$ cat src/rtl/masked_max_and_std_dev_macros.svh
// Assertion macros shared by the masked max and standard deviation block.
`ifndef MASKED_MAX_AND_STD_DEV_MACROS_SVH
`define MASKED_MAX_AND_STD_DEV_MACROS_SVH
`ifndef SYNTHESIS
`define MMSD_ASSERT_IMPL(label, ante, cons) \
	label: assert property (@(posedge clk) disable iff (!arst_n) (ante) |-> (cons)) \
		else $error("assertion failed");
`define MMSD_ASSERT_NEXT(label, ante, cons) \
	label: assert property (@(posedge clk) disable iff (!arst_n) (ante) |=> (cons)) \
		else $error("assertion failed");
`else
`define MMSD_ASSERT_IMPL(label, ante, cons)
`define MMSD_ASSERT_NEXT(label, ante, cons)
`endif
`endif

$ cat src/rtl/mmsd_pkg.sv
// Shared constants and types of the masked max and standard deviation block.
`timescale 1ns / 1ps
package mmsd_pkg;
	localparam int SAMPLE_BITS = 20;
	localparam int MAX_PIXELS  = 1048576;
	localparam int CNT_W       = 21;
	localparam int MAX_W       = 21;
	localparam int SUM_W       = 40;
	localparam int SSQ_W       = 60;
	localparam int SQ_W        = 2 * SAMPLE_BITS;
	localparam int SD_W        = 20;
	localparam int PROD_W      = 81;
	localparam int VAR_W       = 40;
	localparam int REM_W       = CNT_W + 1;

	// one closed frame, handed from the accumulator to the finisher
	typedef struct packed {
		logic signed [MAX_W-1:0] max_v;
		logic                    none;
		logic signed [SUM_W-1:0] sum;
		logic [SSQ_W-1:0]        ssq;
		logic [CNT_W-1:0]        cnt;
	} frame_t;

	typedef struct packed {
		logic full;
		logic empty;
	} q_stat_t;
endpackage

$ cat src/rtl/mmsd_front.sv
// Pixel front end: square, max tracking and per-frame accumulation.
`timescale 1ns / 1ps
module mmsd_front (
	input  logic                                   clk,
	input  logic                                   arst_n,
	input  logic                                   abs_mode,
	input  logic                                   in_valid,
	output logic                                   in_stall,
	input  logic signed [mmsd_pkg::SAMPLE_BITS-1:0] sample,
	input  logic                                   masked,
	input  logic                                   frame_end,
	input  mmsd_pkg::q_stat_t                      q_stat,
	output logic                                   push,
	output mmsd_pkg::frame_t                       frame
);
	import mmsd_pkg::*;

	logic [SAMPLE_BITS-1:0]   mag_c;
	logic signed [MAX_W-1:0]  val_c;
	logic [SQ_W-1:0]          sq_c;

	logic                     vld_s1;
	logic signed [MAX_W-1:0]  val_s1;
	logic signed [SAMPLE_BITS-1:0] smp_s1;
	logic [SQ_W-1:0]          sq_s1;
	logic                     masked_s1;
	logic                     end_s1;

	logic signed [MAX_W-1:0]  max_q;
	logic                     seen_q;
	logic signed [SUM_W-1:0]  sum_q;
	logic [SSQ_W-1:0]         ssq_q;
	logic [CNT_W-1:0]         cnt_q;

	logic [CNT_W-1:0]         cnt_n;
	logic signed [SUM_W-1:0]  sum_n;
	logic [SSQ_W-1:0]         ssq_n;
	logic signed [MAX_W-1:0]  max_n;
	logic                     seen_n;
	logic                     close;
	logic                     adv;

	always_comb begin
		mag_c = sample[SAMPLE_BITS-1] ? (~sample + 1'b1) : sample;
		val_c = abs_mode ? MAX_W'({1'b0, mag_c}) : MAX_W'(sample);
		sq_c  = mag_c * mag_c;
	end

	always_comb begin
		cnt_n  = cnt_q + 1'b1;
		sum_n  = sum_q + SUM_W'(smp_s1);
		ssq_n  = ssq_q + SSQ_W'(sq_s1);
		max_n  = max_q;
		if (!masked_s1 && (!seen_q || (val_s1 > max_q)))
			max_n = val_s1;
		seen_n = seen_q | ~masked_s1;
		close  = end_s1 || (cnt_n == CNT_W'(MAX_PIXELS));
		adv    = !(vld_s1 && close && q_stat.full);
		push   = vld_s1 && close && adv;
		in_stall = !adv;
		frame.max_v = seen_n ? max_n : '0;
		frame.none  = !seen_n;
		frame.sum   = sum_n;
		frame.ssq   = ssq_n;
		frame.cnt   = cnt_n;
	end

	always_ff @(posedge clk or negedge arst_n) begin
		if (!arst_n) begin
			vld_s1 <= 1'b0;
		end else if (adv) begin
			vld_s1 <= in_valid;
		end
	end

	always_ff @(posedge clk) begin
		if (adv && in_valid) begin
			val_s1    <= val_c;
			smp_s1    <= sample;
			sq_s1     <= sq_c;
			masked_s1 <= masked;
			end_s1    <= frame_end;
		end
	end

	always_ff @(posedge clk or negedge arst_n) begin
		if (!arst_n) begin
			max_q  <= '0;
			seen_q <= 1'b0;
			sum_q  <= '0;
			ssq_q  <= '0;
			cnt_q  <= '0;
		end else if (adv && vld_s1) begin
			if (close) begin
				max_q  <= '0;
				seen_q <= 1'b0;
				sum_q  <= '0;
				ssq_q  <= '0;
				cnt_q  <= '0;
			end else begin
				max_q  <= max_n;
				seen_q <= seen_n;
				sum_q  <= sum_n;
				ssq_q  <= ssq_n;
				cnt_q  <= cnt_n;
			end
		end
	end
endmodule

$ cat src/rtl/mmsd_queue.sv
// Two-entry frame queue between the accumulator and the finisher.
`timescale 1ns / 1ps
`include "masked_max_and_std_dev_macros.svh"
module mmsd_queue (
	input  logic               clk,
	input  logic               arst_n,
	input  logic               push,
	input  mmsd_pkg::frame_t   wr_frame,
	input  logic               pop,
	output mmsd_pkg::frame_t   rd_frame,
	output mmsd_pkg::q_stat_t  q_stat
);
	import mmsd_pkg::*;

	frame_t     mem_q [2];
	logic       wr_ptr_q;
	logic       rd_ptr_q;
	logic [1:0] cnt_q;

	always_comb begin
		q_stat.full  = (cnt_q == 2'd2);
		q_stat.empty = (cnt_q == 2'd0);
		rd_frame     = mem_q[rd_ptr_q];
	end

	always_ff @(posedge clk) begin
		if (push)
			mem_q[wr_ptr_q] <= wr_frame;
	end

	always_ff @(posedge clk or negedge arst_n) begin
		if (!arst_n) begin
			wr_ptr_q <= 1'b0;
			rd_ptr_q <= 1'b0;
			cnt_q    <= 2'd0;
		end else begin
			if (push)
				wr_ptr_q <= ~wr_ptr_q;
			if (pop)
				rd_ptr_q <= ~rd_ptr_q;
			cnt_q <= cnt_q + {1'b0, push} - {1'b0, pop};
		end
	end

	`MMSD_ASSERT_IMPL(q_no_overflow, push, cnt_q != 2'd2)
	`MMSD_ASSERT_IMPL(q_no_underflow, pop, cnt_q != 2'd0)
endmodule

$ cat src/rtl/mmsd_back.sv
// Frame finisher: shift-add products, two restoring divides, integer square root.
`timescale 1ns / 1ps
`include "masked_max_and_std_dev_macros.svh"
module mmsd_back (
	input  logic                                     clk,
	input  logic                                     arst_n,
	input  mmsd_pkg::q_stat_t                        q_stat,
	input  mmsd_pkg::frame_t                         rd_frame,
	output logic                                     pop,
	output logic                                     out_valid,
	input  logic                                     out_stall,
	output logic signed [mmsd_pkg::MAX_W-1:0]        max_value,
	output logic                                     max_none,
	output logic [mmsd_pkg::SD_W-1:0]                std_dev,
	output logic [mmsd_pkg::CNT_W-1:0]               pixel_count
);
	import mmsd_pkg::*;

	localparam logic [2:0] ST_IDLE = 3'd0;
	localparam logic [2:0] ST_MULN = 3'd1;
	localparam logic [2:0] ST_MULS = 3'd2;
	localparam logic [2:0] ST_DIV1 = 3'd3;
	localparam logic [2:0] ST_DIV2 = 3'd4;
	localparam logic [2:0] ST_SQRT = 3'd5;
	localparam logic [2:0] ST_DONE = 3'd6;

	logic [2:0]               state_q;
	logic [6:0]               cnt_q;
	logic [PROD_W-1:0]        acc_q;
	logic [PROD_W-1:0]        mcand_q;
	logic [SUM_W-1:0]         mplr_q;
	logic [SUM_W-1:0]         sabs_q;
	logic [CNT_W-1:0]         n_q;
	logic [REM_W-1:0]         rem_q;
	logic [PROD_W-1:0]        quo_q;
	logic [VAR_W-1:0]         x_q;
	logic [VAR_W-1:0]         res_q;
	logic [VAR_W-1:0]         bit_q;
	logic signed [MAX_W-1:0]  max_q;
	logic                     none_q;

	logic [PROD_W:0]          sub_c;
	logic [PROD_W-1:0]        acc_nx;
	logic [REM_W-1:0]         r_sh;
	logic                     ge;
	logic [REM_W-1:0]         r_nx;
	logic [PROD_W-1:0]        quo_nx;
	logic [VAR_W-1:0]         sq_t;
	logic                     load_out;

	always_comb begin
		sub_c  = {1'b0, acc_q} - {1'b0, mcand_q};
		acc_nx = acc_q;
		if (mplr_q[0])
			acc_nx = (state_q == ST_MULS) ? sub_c[PROD_W-1:0] : (acc_q + mcand_q);
		r_sh   = {rem_q[REM_W-2:0], quo_q[PROD_W-1]};
		ge     = (r_sh >= {1'b0, n_q});
		r_nx   = ge ? (r_sh - {1'b0, n_q}) : r_sh;
		quo_nx = {quo_q[PROD_W-2:0], ge};
		sq_t   = res_q + bit_q;
		pop    = (state_q == ST_IDLE) && !q_stat.empty;
		load_out = (state_q == ST_DONE) && (!out_valid || !out_stall);
	end

	always_ff @(posedge clk or negedge arst_n) begin
		if (!arst_n) begin
			state_q <= ST_IDLE;
			cnt_q   <= '0;
		end else begin
			case (state_q)
				ST_IDLE: begin
					if (pop) begin
						state_q <= ST_MULN;
						cnt_q   <= 7'(CNT_W - 1);
					end
				end
				ST_MULN: begin
					if (cnt_q == '0) begin
						state_q <= ST_MULS;
						cnt_q   <= 7'(SUM_W - 1);
					end else begin
						cnt_q <= cnt_q - 1'b1;
					end
				end
				ST_MULS: begin
					if (cnt_q == '0) begin
						state_q <= ST_DIV1;
						cnt_q   <= 7'(PROD_W - 1);
					end else begin
						cnt_q <= cnt_q - 1'b1;
					end
				end
				ST_DIV1: begin
					if (cnt_q == '0) begin
						state_q <= ST_DIV2;
						cnt_q   <= 7'(PROD_W - 1);
					end else begin
						cnt_q <= cnt_q - 1'b1;
					end
				end
				ST_DIV2: begin
					if (cnt_q == '0) begin
						state_q <= ST_SQRT;
						cnt_q   <= 7'(VAR_W / 2 - 1);
					end else begin
						cnt_q <= cnt_q - 1'b1;
					end
				end
				ST_SQRT: begin
					if (cnt_q == '0)
						state_q <= ST_DONE;
					else
						cnt_q <= cnt_q - 1'b1;
				end
				ST_DONE: begin
					if (load_out)
						state_q <= ST_IDLE;
				end
				default: begin
					state_q <= ST_IDLE;
				end
			endcase
		end
	end

	always_ff @(posedge clk) begin
		case (state_q)
			ST_IDLE: begin
				n_q     <= rd_frame.cnt;
				max_q   <= rd_frame.max_v;
				none_q  <= rd_frame.none;
				acc_q   <= '0;
				mcand_q <= PROD_W'(rd_frame.ssq);
				mplr_q  <= SUM_W'(rd_frame.cnt);
				sabs_q  <= rd_frame.sum[SUM_W-1] ? (~rd_frame.sum + 1'b1) : rd_frame.sum;
			end
			ST_MULN: begin
				if (cnt_q == '0) begin
					mcand_q <= PROD_W'(sabs_q);
					mplr_q  <= sabs_q;
				end else begin
					mcand_q <= {mcand_q[PROD_W-2:0], 1'b0};
					mplr_q  <= {1'b0, mplr_q[SUM_W-1:1]};
				end
				acc_q <= acc_nx;
			end
			ST_MULS: begin
				mcand_q <= {mcand_q[PROD_W-2:0], 1'b0};
				mplr_q  <= {1'b0, mplr_q[SUM_W-1:1]};
				acc_q   <= acc_nx;
				if (cnt_q == '0) begin
					quo_q <= acc_nx;
					rem_q <= '0;
				end
			end
			ST_DIV1: begin
				quo_q <= quo_nx;
				rem_q <= (cnt_q == '0) ? '0 : r_nx;
			end
			ST_DIV2: begin
				quo_q <= quo_nx;
				rem_q <= r_nx;
				if (cnt_q == '0) begin
					x_q   <= quo_nx[VAR_W-1:0];
					res_q <= '0;
					bit_q <= VAR_W'(1) << (VAR_W - 2);
				end
			end
			ST_SQRT: begin
				if (x_q >= sq_t) begin
					x_q   <= x_q - sq_t;
					res_q <= (res_q >> 1) + bit_q;
				end else begin
					res_q <= res_q >> 1;
				end
				bit_q <= bit_q >> 2;
			end
			default: begin
			end
		endcase
	end

	always_ff @(posedge clk or negedge arst_n) begin
		if (!arst_n) begin
			out_valid <= 1'b0;
		end else if (load_out) begin
			out_valid <= 1'b1;
		end else if (!out_stall) begin
			out_valid <= 1'b0;
		end
	end

	always_ff @(posedge clk) begin
		if (load_out) begin
			max_value   <= max_q;
			max_none    <= none_q;
			std_dev     <= (res_q[VAR_W-1:SD_W] != '0) ? '1 : res_q[SD_W-1:0];
			pixel_count <= n_q;
		end
	end

	`MMSD_ASSERT_IMPL(diff_nonneg, (state_q == ST_MULS) && mplr_q[0], !sub_c[PROD_W])
	`MMSD_ASSERT_IMPL(var_fits, (state_q == ST_DIV2) && (cnt_q == '0), quo_nx[PROD_W-1:VAR_W] == '0)
	`MMSD_ASSERT_IMPL(div_nonzero, (state_q == ST_DIV1) || (state_q == ST_DIV2), n_q != '0)
	`MMSD_ASSERT_NEXT(done_loads, load_out, out_valid && (state_q == ST_IDLE))
endmodule

$ cat src/rtl/masked_max_and_std_dev.sv
// Top level of the masked max and standard deviation block.
`timescale 1ns / 1ps
// Per-frame statistics over a stream of signed Q8.12 pixels.
// Input channel (in_valid / in_stall): one pixel word per cycle with sample,
// masked and frame_end. A word is taken when in_valid is high and in_stall low.
// Output channel (out_valid / out_stall): one word per frame with max_value,
// max_none, std_dev and pixel_count, held steady while out_stall is high.
// Config channel (cfg_valid / cfg_ready): abs_mode, always ready; write it
// only between frames.
// Throughput: one pixel per cycle inside a frame while in_stall is low. Each
// closed frame goes through the finisher's 21-step and 40-step shift-add
// products, two 81-step restoring divides and a 20-step square root; a
// two-entry frame queue covers short frames, beyond that in_stall rises on a
// frame's last pixel until a queue entry frees.
// A frame also closes on its 1048576th pixel.
// Reset clears the accumulators, the queue, abs_mode and out_valid.
// While out_stall is high the finished word waits in the output register; the
// front keeps accumulating pixels until a frame closes with the queue full.
module masked_max_and_std_dev (
	input  logic                                      clk,
	input  logic                                      arst_n,
	input  logic                                      cfg_valid,
	output logic                                      cfg_ready,
	input  logic                                      abs_mode,
	input  logic                                      in_valid,
	output logic                                      in_stall,
	input  logic signed [mmsd_pkg::SAMPLE_BITS-1:0]   sample,
	input  logic                                      masked,
	input  logic                                      frame_end,
	output logic                                      out_valid,
	input  logic                                      out_stall,
	output logic signed [mmsd_pkg::MAX_W-1:0]         max_value,
	output logic                                      max_none,
	output logic [mmsd_pkg::SD_W-1:0]                 std_dev,
	output logic [mmsd_pkg::CNT_W-1:0]                pixel_count
);
	import mmsd_pkg::*;

	logic    abs_mode_q;
	logic    push;
	logic    pop;
	frame_t  wr_frame;
	frame_t  rd_frame;
	q_stat_t q_stat;

	// hold the mode register; the port never refuses a write
	assign cfg_ready = 1'b1;

	always_ff @(posedge clk or negedge arst_n) begin
		if (!arst_n) begin
			abs_mode_q <= 1'b0;
		end else if (cfg_valid) begin
			abs_mode_q <= abs_mode;
		end
	end

	// accumulate pixels, push each closed frame
	mmsd_front u_front (
		.clk       (clk),
		.arst_n    (arst_n),
		.abs_mode  (abs_mode_q),
		.in_valid  (in_valid),
		.in_stall  (in_stall),
		.sample    (sample),
		.masked    (masked),
		.frame_end (frame_end),
		.q_stat    (q_stat),
		.push      (push),
		.frame     (wr_frame)
	);

	// decouple the pixel rate from the finisher
	mmsd_queue u_queue (
		.clk      (clk),
		.arst_n   (arst_n),
		.push     (push),
		.wr_frame (wr_frame),
		.pop      (pop),
		.rd_frame (rd_frame),
		.q_stat   (q_stat)
	);

	// turn sums into the standard deviation and drive the result word
	mmsd_back u_back (
		.clk         (clk),
		.arst_n      (arst_n),
		.q_stat      (q_stat),
		.rd_frame    (rd_frame),
		.pop         (pop),
		.out_valid   (out_valid),
		.out_stall   (out_stall),
		.max_value   (max_value),
		.max_none    (max_none),
		.std_dev     (std_dev),
		.pixel_count (pixel_count)
	);
endmodule
$ cat config.mk
export PLATFORM = sky130hd
export DESIGN_NAME = masked_max_and_std_dev
export DESIGN_NICKNAME = d
export VERILOG_FILES = /design/src/rtl/mmsd_pkg.sv /design/src/rtl/mmsd_front.sv /design/src/rtl/mmsd_queue.sv /design/src/rtl/mmsd_back.sv /design/src/rtl/masked_max_and_std_dev.sv
export VERILOG_INCLUDE_DIRS = /design/src /design/src/rtl
export SDC_FILE = /design/constraint.sdc
export NUM_CORES = 2
export LEC_CHECK = 0
export BUFFER_PORTS_ARGS = -buffer_cell sky130_fd_sc_hd__buf_2
export CORE_MARGIN = 1
export CORE_UTILIZATION = 59
export DETAILED_ROUTE_END_ITERATION = 8
export PLACE_DENSITY = 0.87
export SYNTH_ARGS = -nofsm -noshare
export SYNTH_HDL_FRONTEND = slang
export SYNTH_HIERARCHICAL = 1
export SYNTH_SLANG_ARGS = --single-unit
$ cat constraint.sdc
create_clock -name clk -period 9.4 [get_ports clk]
set_input_delay 0.94 -clock clk [delete_from_list [all_inputs] [get_ports clk]]
set_output_delay 0.94 -clock clk [all_outputs]
set_load 0.05 [all_outputs]
==> run summary <==
global route overflow: 0
Max Cap Viol: 0
DRT Pass-1 Iters: 9
RSZ-0062 raised after global routing: no
ys flop type: edfxtp_1
clock slew at reported path FFs: 70 ps
Num CTS Buffers: 107
crit path launch type: primary input
Ys Warns: 6
CTS tree: done
Layout Area Growth over Synthesis: 8.68%
final WL: 180 mm
vias in the first global route: 52600
number of flops mapped to enable cells by yosys: 916
Setup Fix Bufs, Post-CTS: 0
clk buf depth: 3
Initial Util: 59.6%
Max Fclk: 0.113 GHz
first-pass GRT wire length: 285 mm
actual slew at the worst max-slew pin: 1290 ps
Most common cell on crit path: fa_1
DIE HEIGHT: 351 um
H-tree levels: 3
Residual DRC: 0
asr flop ratio synth: 14.9%
Synth Register Bits: 1076
Netlist cell types: 96
min Tclk post-route: 8830 ps
setup ws final: 566 ps
total track usage: 29.2%
CP max FO: 4
crit-path max cell delay: 570 ps
area leader, netlist: edfxtp_1
Slowest cell on crit path: fa_1
Synth top area share: 38.3%
Synth Cell Area: 0.0717 mm2
final non-filler cell total: 8426
CTS Root Cell: clkbuf_16
largest net degree at the start of global routing: 122
Final setup viols: 0
vias: 53000
I/O pin cnt: 94
PortBufs: 92
# diodes: 0
die footprint: 0.123 mm2
Post-synth top cells: edfxtp_1 (916), inv_1 (552), nand2_1 (546), nor2_1 (527), ha_1 (433)
run status: complete, no violations
chip width: 351 um
path type of the worst setup path: primary input to flip-flop
CP Data Arrival Time: 9290 ps
placed insts: 8223
Syn Inst Count: 6682
Iteration-0 DRC Markers: 5795
clk sinks: 1076
crit share post-route: 94.0%
gpl congestion: 0.947
Seq/Total Area, Yosys: 43.9%
fill cell count: 8769
Synth area leaders: edfxtp_1 (38%), fa_1 (8.0%), ha_1 (7.6%), dfrtp_1 (5.6%), xnor2_1 (3.6%)
Final Max Slew Viols: 0
hold slack final: 111 ps
Worst setup EP type: flip-flop
Mean Syn Cell Area: 10.7 um2
Hold-fix buffers, CTS: 0
most common cell in the netlist: edfxtp_1
pre-CTS setup slack: -152 ps
nets@finish: 7466
post-DP HPWL: 129 mm
final-report hold violation count: 0
Vias/cell: 6.29
initial antenna violation count: 0
row count: 127
layout cells sized above 1: 9.32%
WL per Instance: 21.4 um
Worst Skew: 41.5 ps
post-route ant nets: 0
post_cts resized: 0
min-delay worst type: primary input to async pin
worst skew pair latency: 740 ps
CORE AREA: 0.120 mm2
slew margin rel.: 14.2%
CP required: 9860 ps
## per-layer routing
metal | vias to the layer above | GRT usage, % | wire [um]
met1 | 25900 | 38.6 | 73100
met2 | 2495 | 48.4 | 86900
met5 | - | 0 | 0
met3 | 459 | 4.55 | 13900
met4 | 0 | 10.9 | 6670
li1 | 24100 | - | -
## cell families after synthesis
logic type,after synthesis,share of synthesized area (%)
AOI/OAI and AO/OA,1584,14.7
xor gates and xnor gates,505,6.24
adders and majority gates,718,15.5
buffers and inverters,862,4.68
DFF,1076,43.9
muxes,243,3.97
other,3,0.0157
and+or+nand+nor,1691,11.0
## worst max-delay path: cells and delay by family
family | cells | cell delay [ps]
adder cells (fa/ha/maj) | 8 | 3860
AO/OA/AOI/OAI | 8 | 1820
buffers and inverters | 6 | 690
XOR/XNOR | 1 | 200
AND/OR/NAND/NOR | 7 | 1800
## per-stage QoR
stage	TNS, ps	util [%]	cell area (um2)
after floorplan	0	-	71800
after global placement	0	61.6	74200
after detailed placement	-564	61.6	74200
after CTS	0	64.8	78000
after global routing	0	64.8	78000
final	0	64.8	78000
## cell type report
| cell class | count | area [um2] | area share [%] |
|---|---|---|---|
| Multi-Input combinational cell | 4758 | 37100 | 47.6 |
| Sequential cell | 1076 | 31500 | 40.4 |
| Clock buffer | 129 | 2850 | 3.66 |
| Inverter | 558 | 2090 | 2.69 |
| Tap cell | 1612 | 2020 | 2.59 |
| Timing Repair Buffer | 219 | 1450 | 1.85 |
| Clock inverter | 74 | 952 | 1.22 |
## state kept, by name, indices dropped and copies added (netlist names), 38 cells and up
name / cells
u_queue/mem_q: 286
u_back/acc_q: 81
u_back/mcand_q: 81
u_back/quo_q: 81
u_front/ssq_q: 60
u_back/mplr_q: 40
u_back/res_q: 40
u_back/sabs_q: 40
u_back/x_q: 40
u_front/sum_q: 40
u_front/sq_s1: 38
## final timing paths
check | from | to | slack, ps | depth (start not counted)
worst min-delay path | arst_n | u_front/max_q[2]$_DFFE_PN0P_ | 110 | 1
worst max-delay path | sample[6] | u_front/sq_s1[36]$_DFFE_PP_ | 570 | 30
worst max register to register | u_back/mcand_q[10]$_DFFE_PP_ | u_back/quo_q[80]$_DFFE_PP_ | 2370 | 21
worst min register to register | u_back/max_q[7]$_DFFE_PN_ | u_back/max_value[7]$_DFFE_PP_ | 420 | 0
max in group asynchronous | arst_n | u_front/ssq_q[25]$_DFFE_PN0P_ | 7120 | 3
min in group clk | u_back/max_q[7]$_DFFE_PN_ | u_back/max_value[7]$_DFFE_PP_ | 420 | 0
## cells in the final DEF (no fill, tap or decap), drive strengths merged, types with 14 or more instances in the layout
master  instances
a31oi          76
nor2          527
ha            433
o31ai          66
a21o          166
inv           566
clkbuf        129
mux2          150
buf           219
dfrtp         160
a221o          47
xnor2         292
o41ai          25
xor2          212
mux2i          93
nand2         547
or4            33
o21ai         355
or3            44
nor3           75
nand2b         40
conb           17
clkinv         39
edfxtp        916
a211oi         32
a21oi         381
nor4           35
nand3          94
nand4          77
and2           64
and3           60
a222oi         19
or2            14
o211ai         23
o21a           45
fa            285
o21bai         66
bufinv         17
nor2b          47
a22o          149
Power is left out: the tool's default activity adds up to more than one toggle a clock period on the data nets, which glitch-free logic cannot reach.
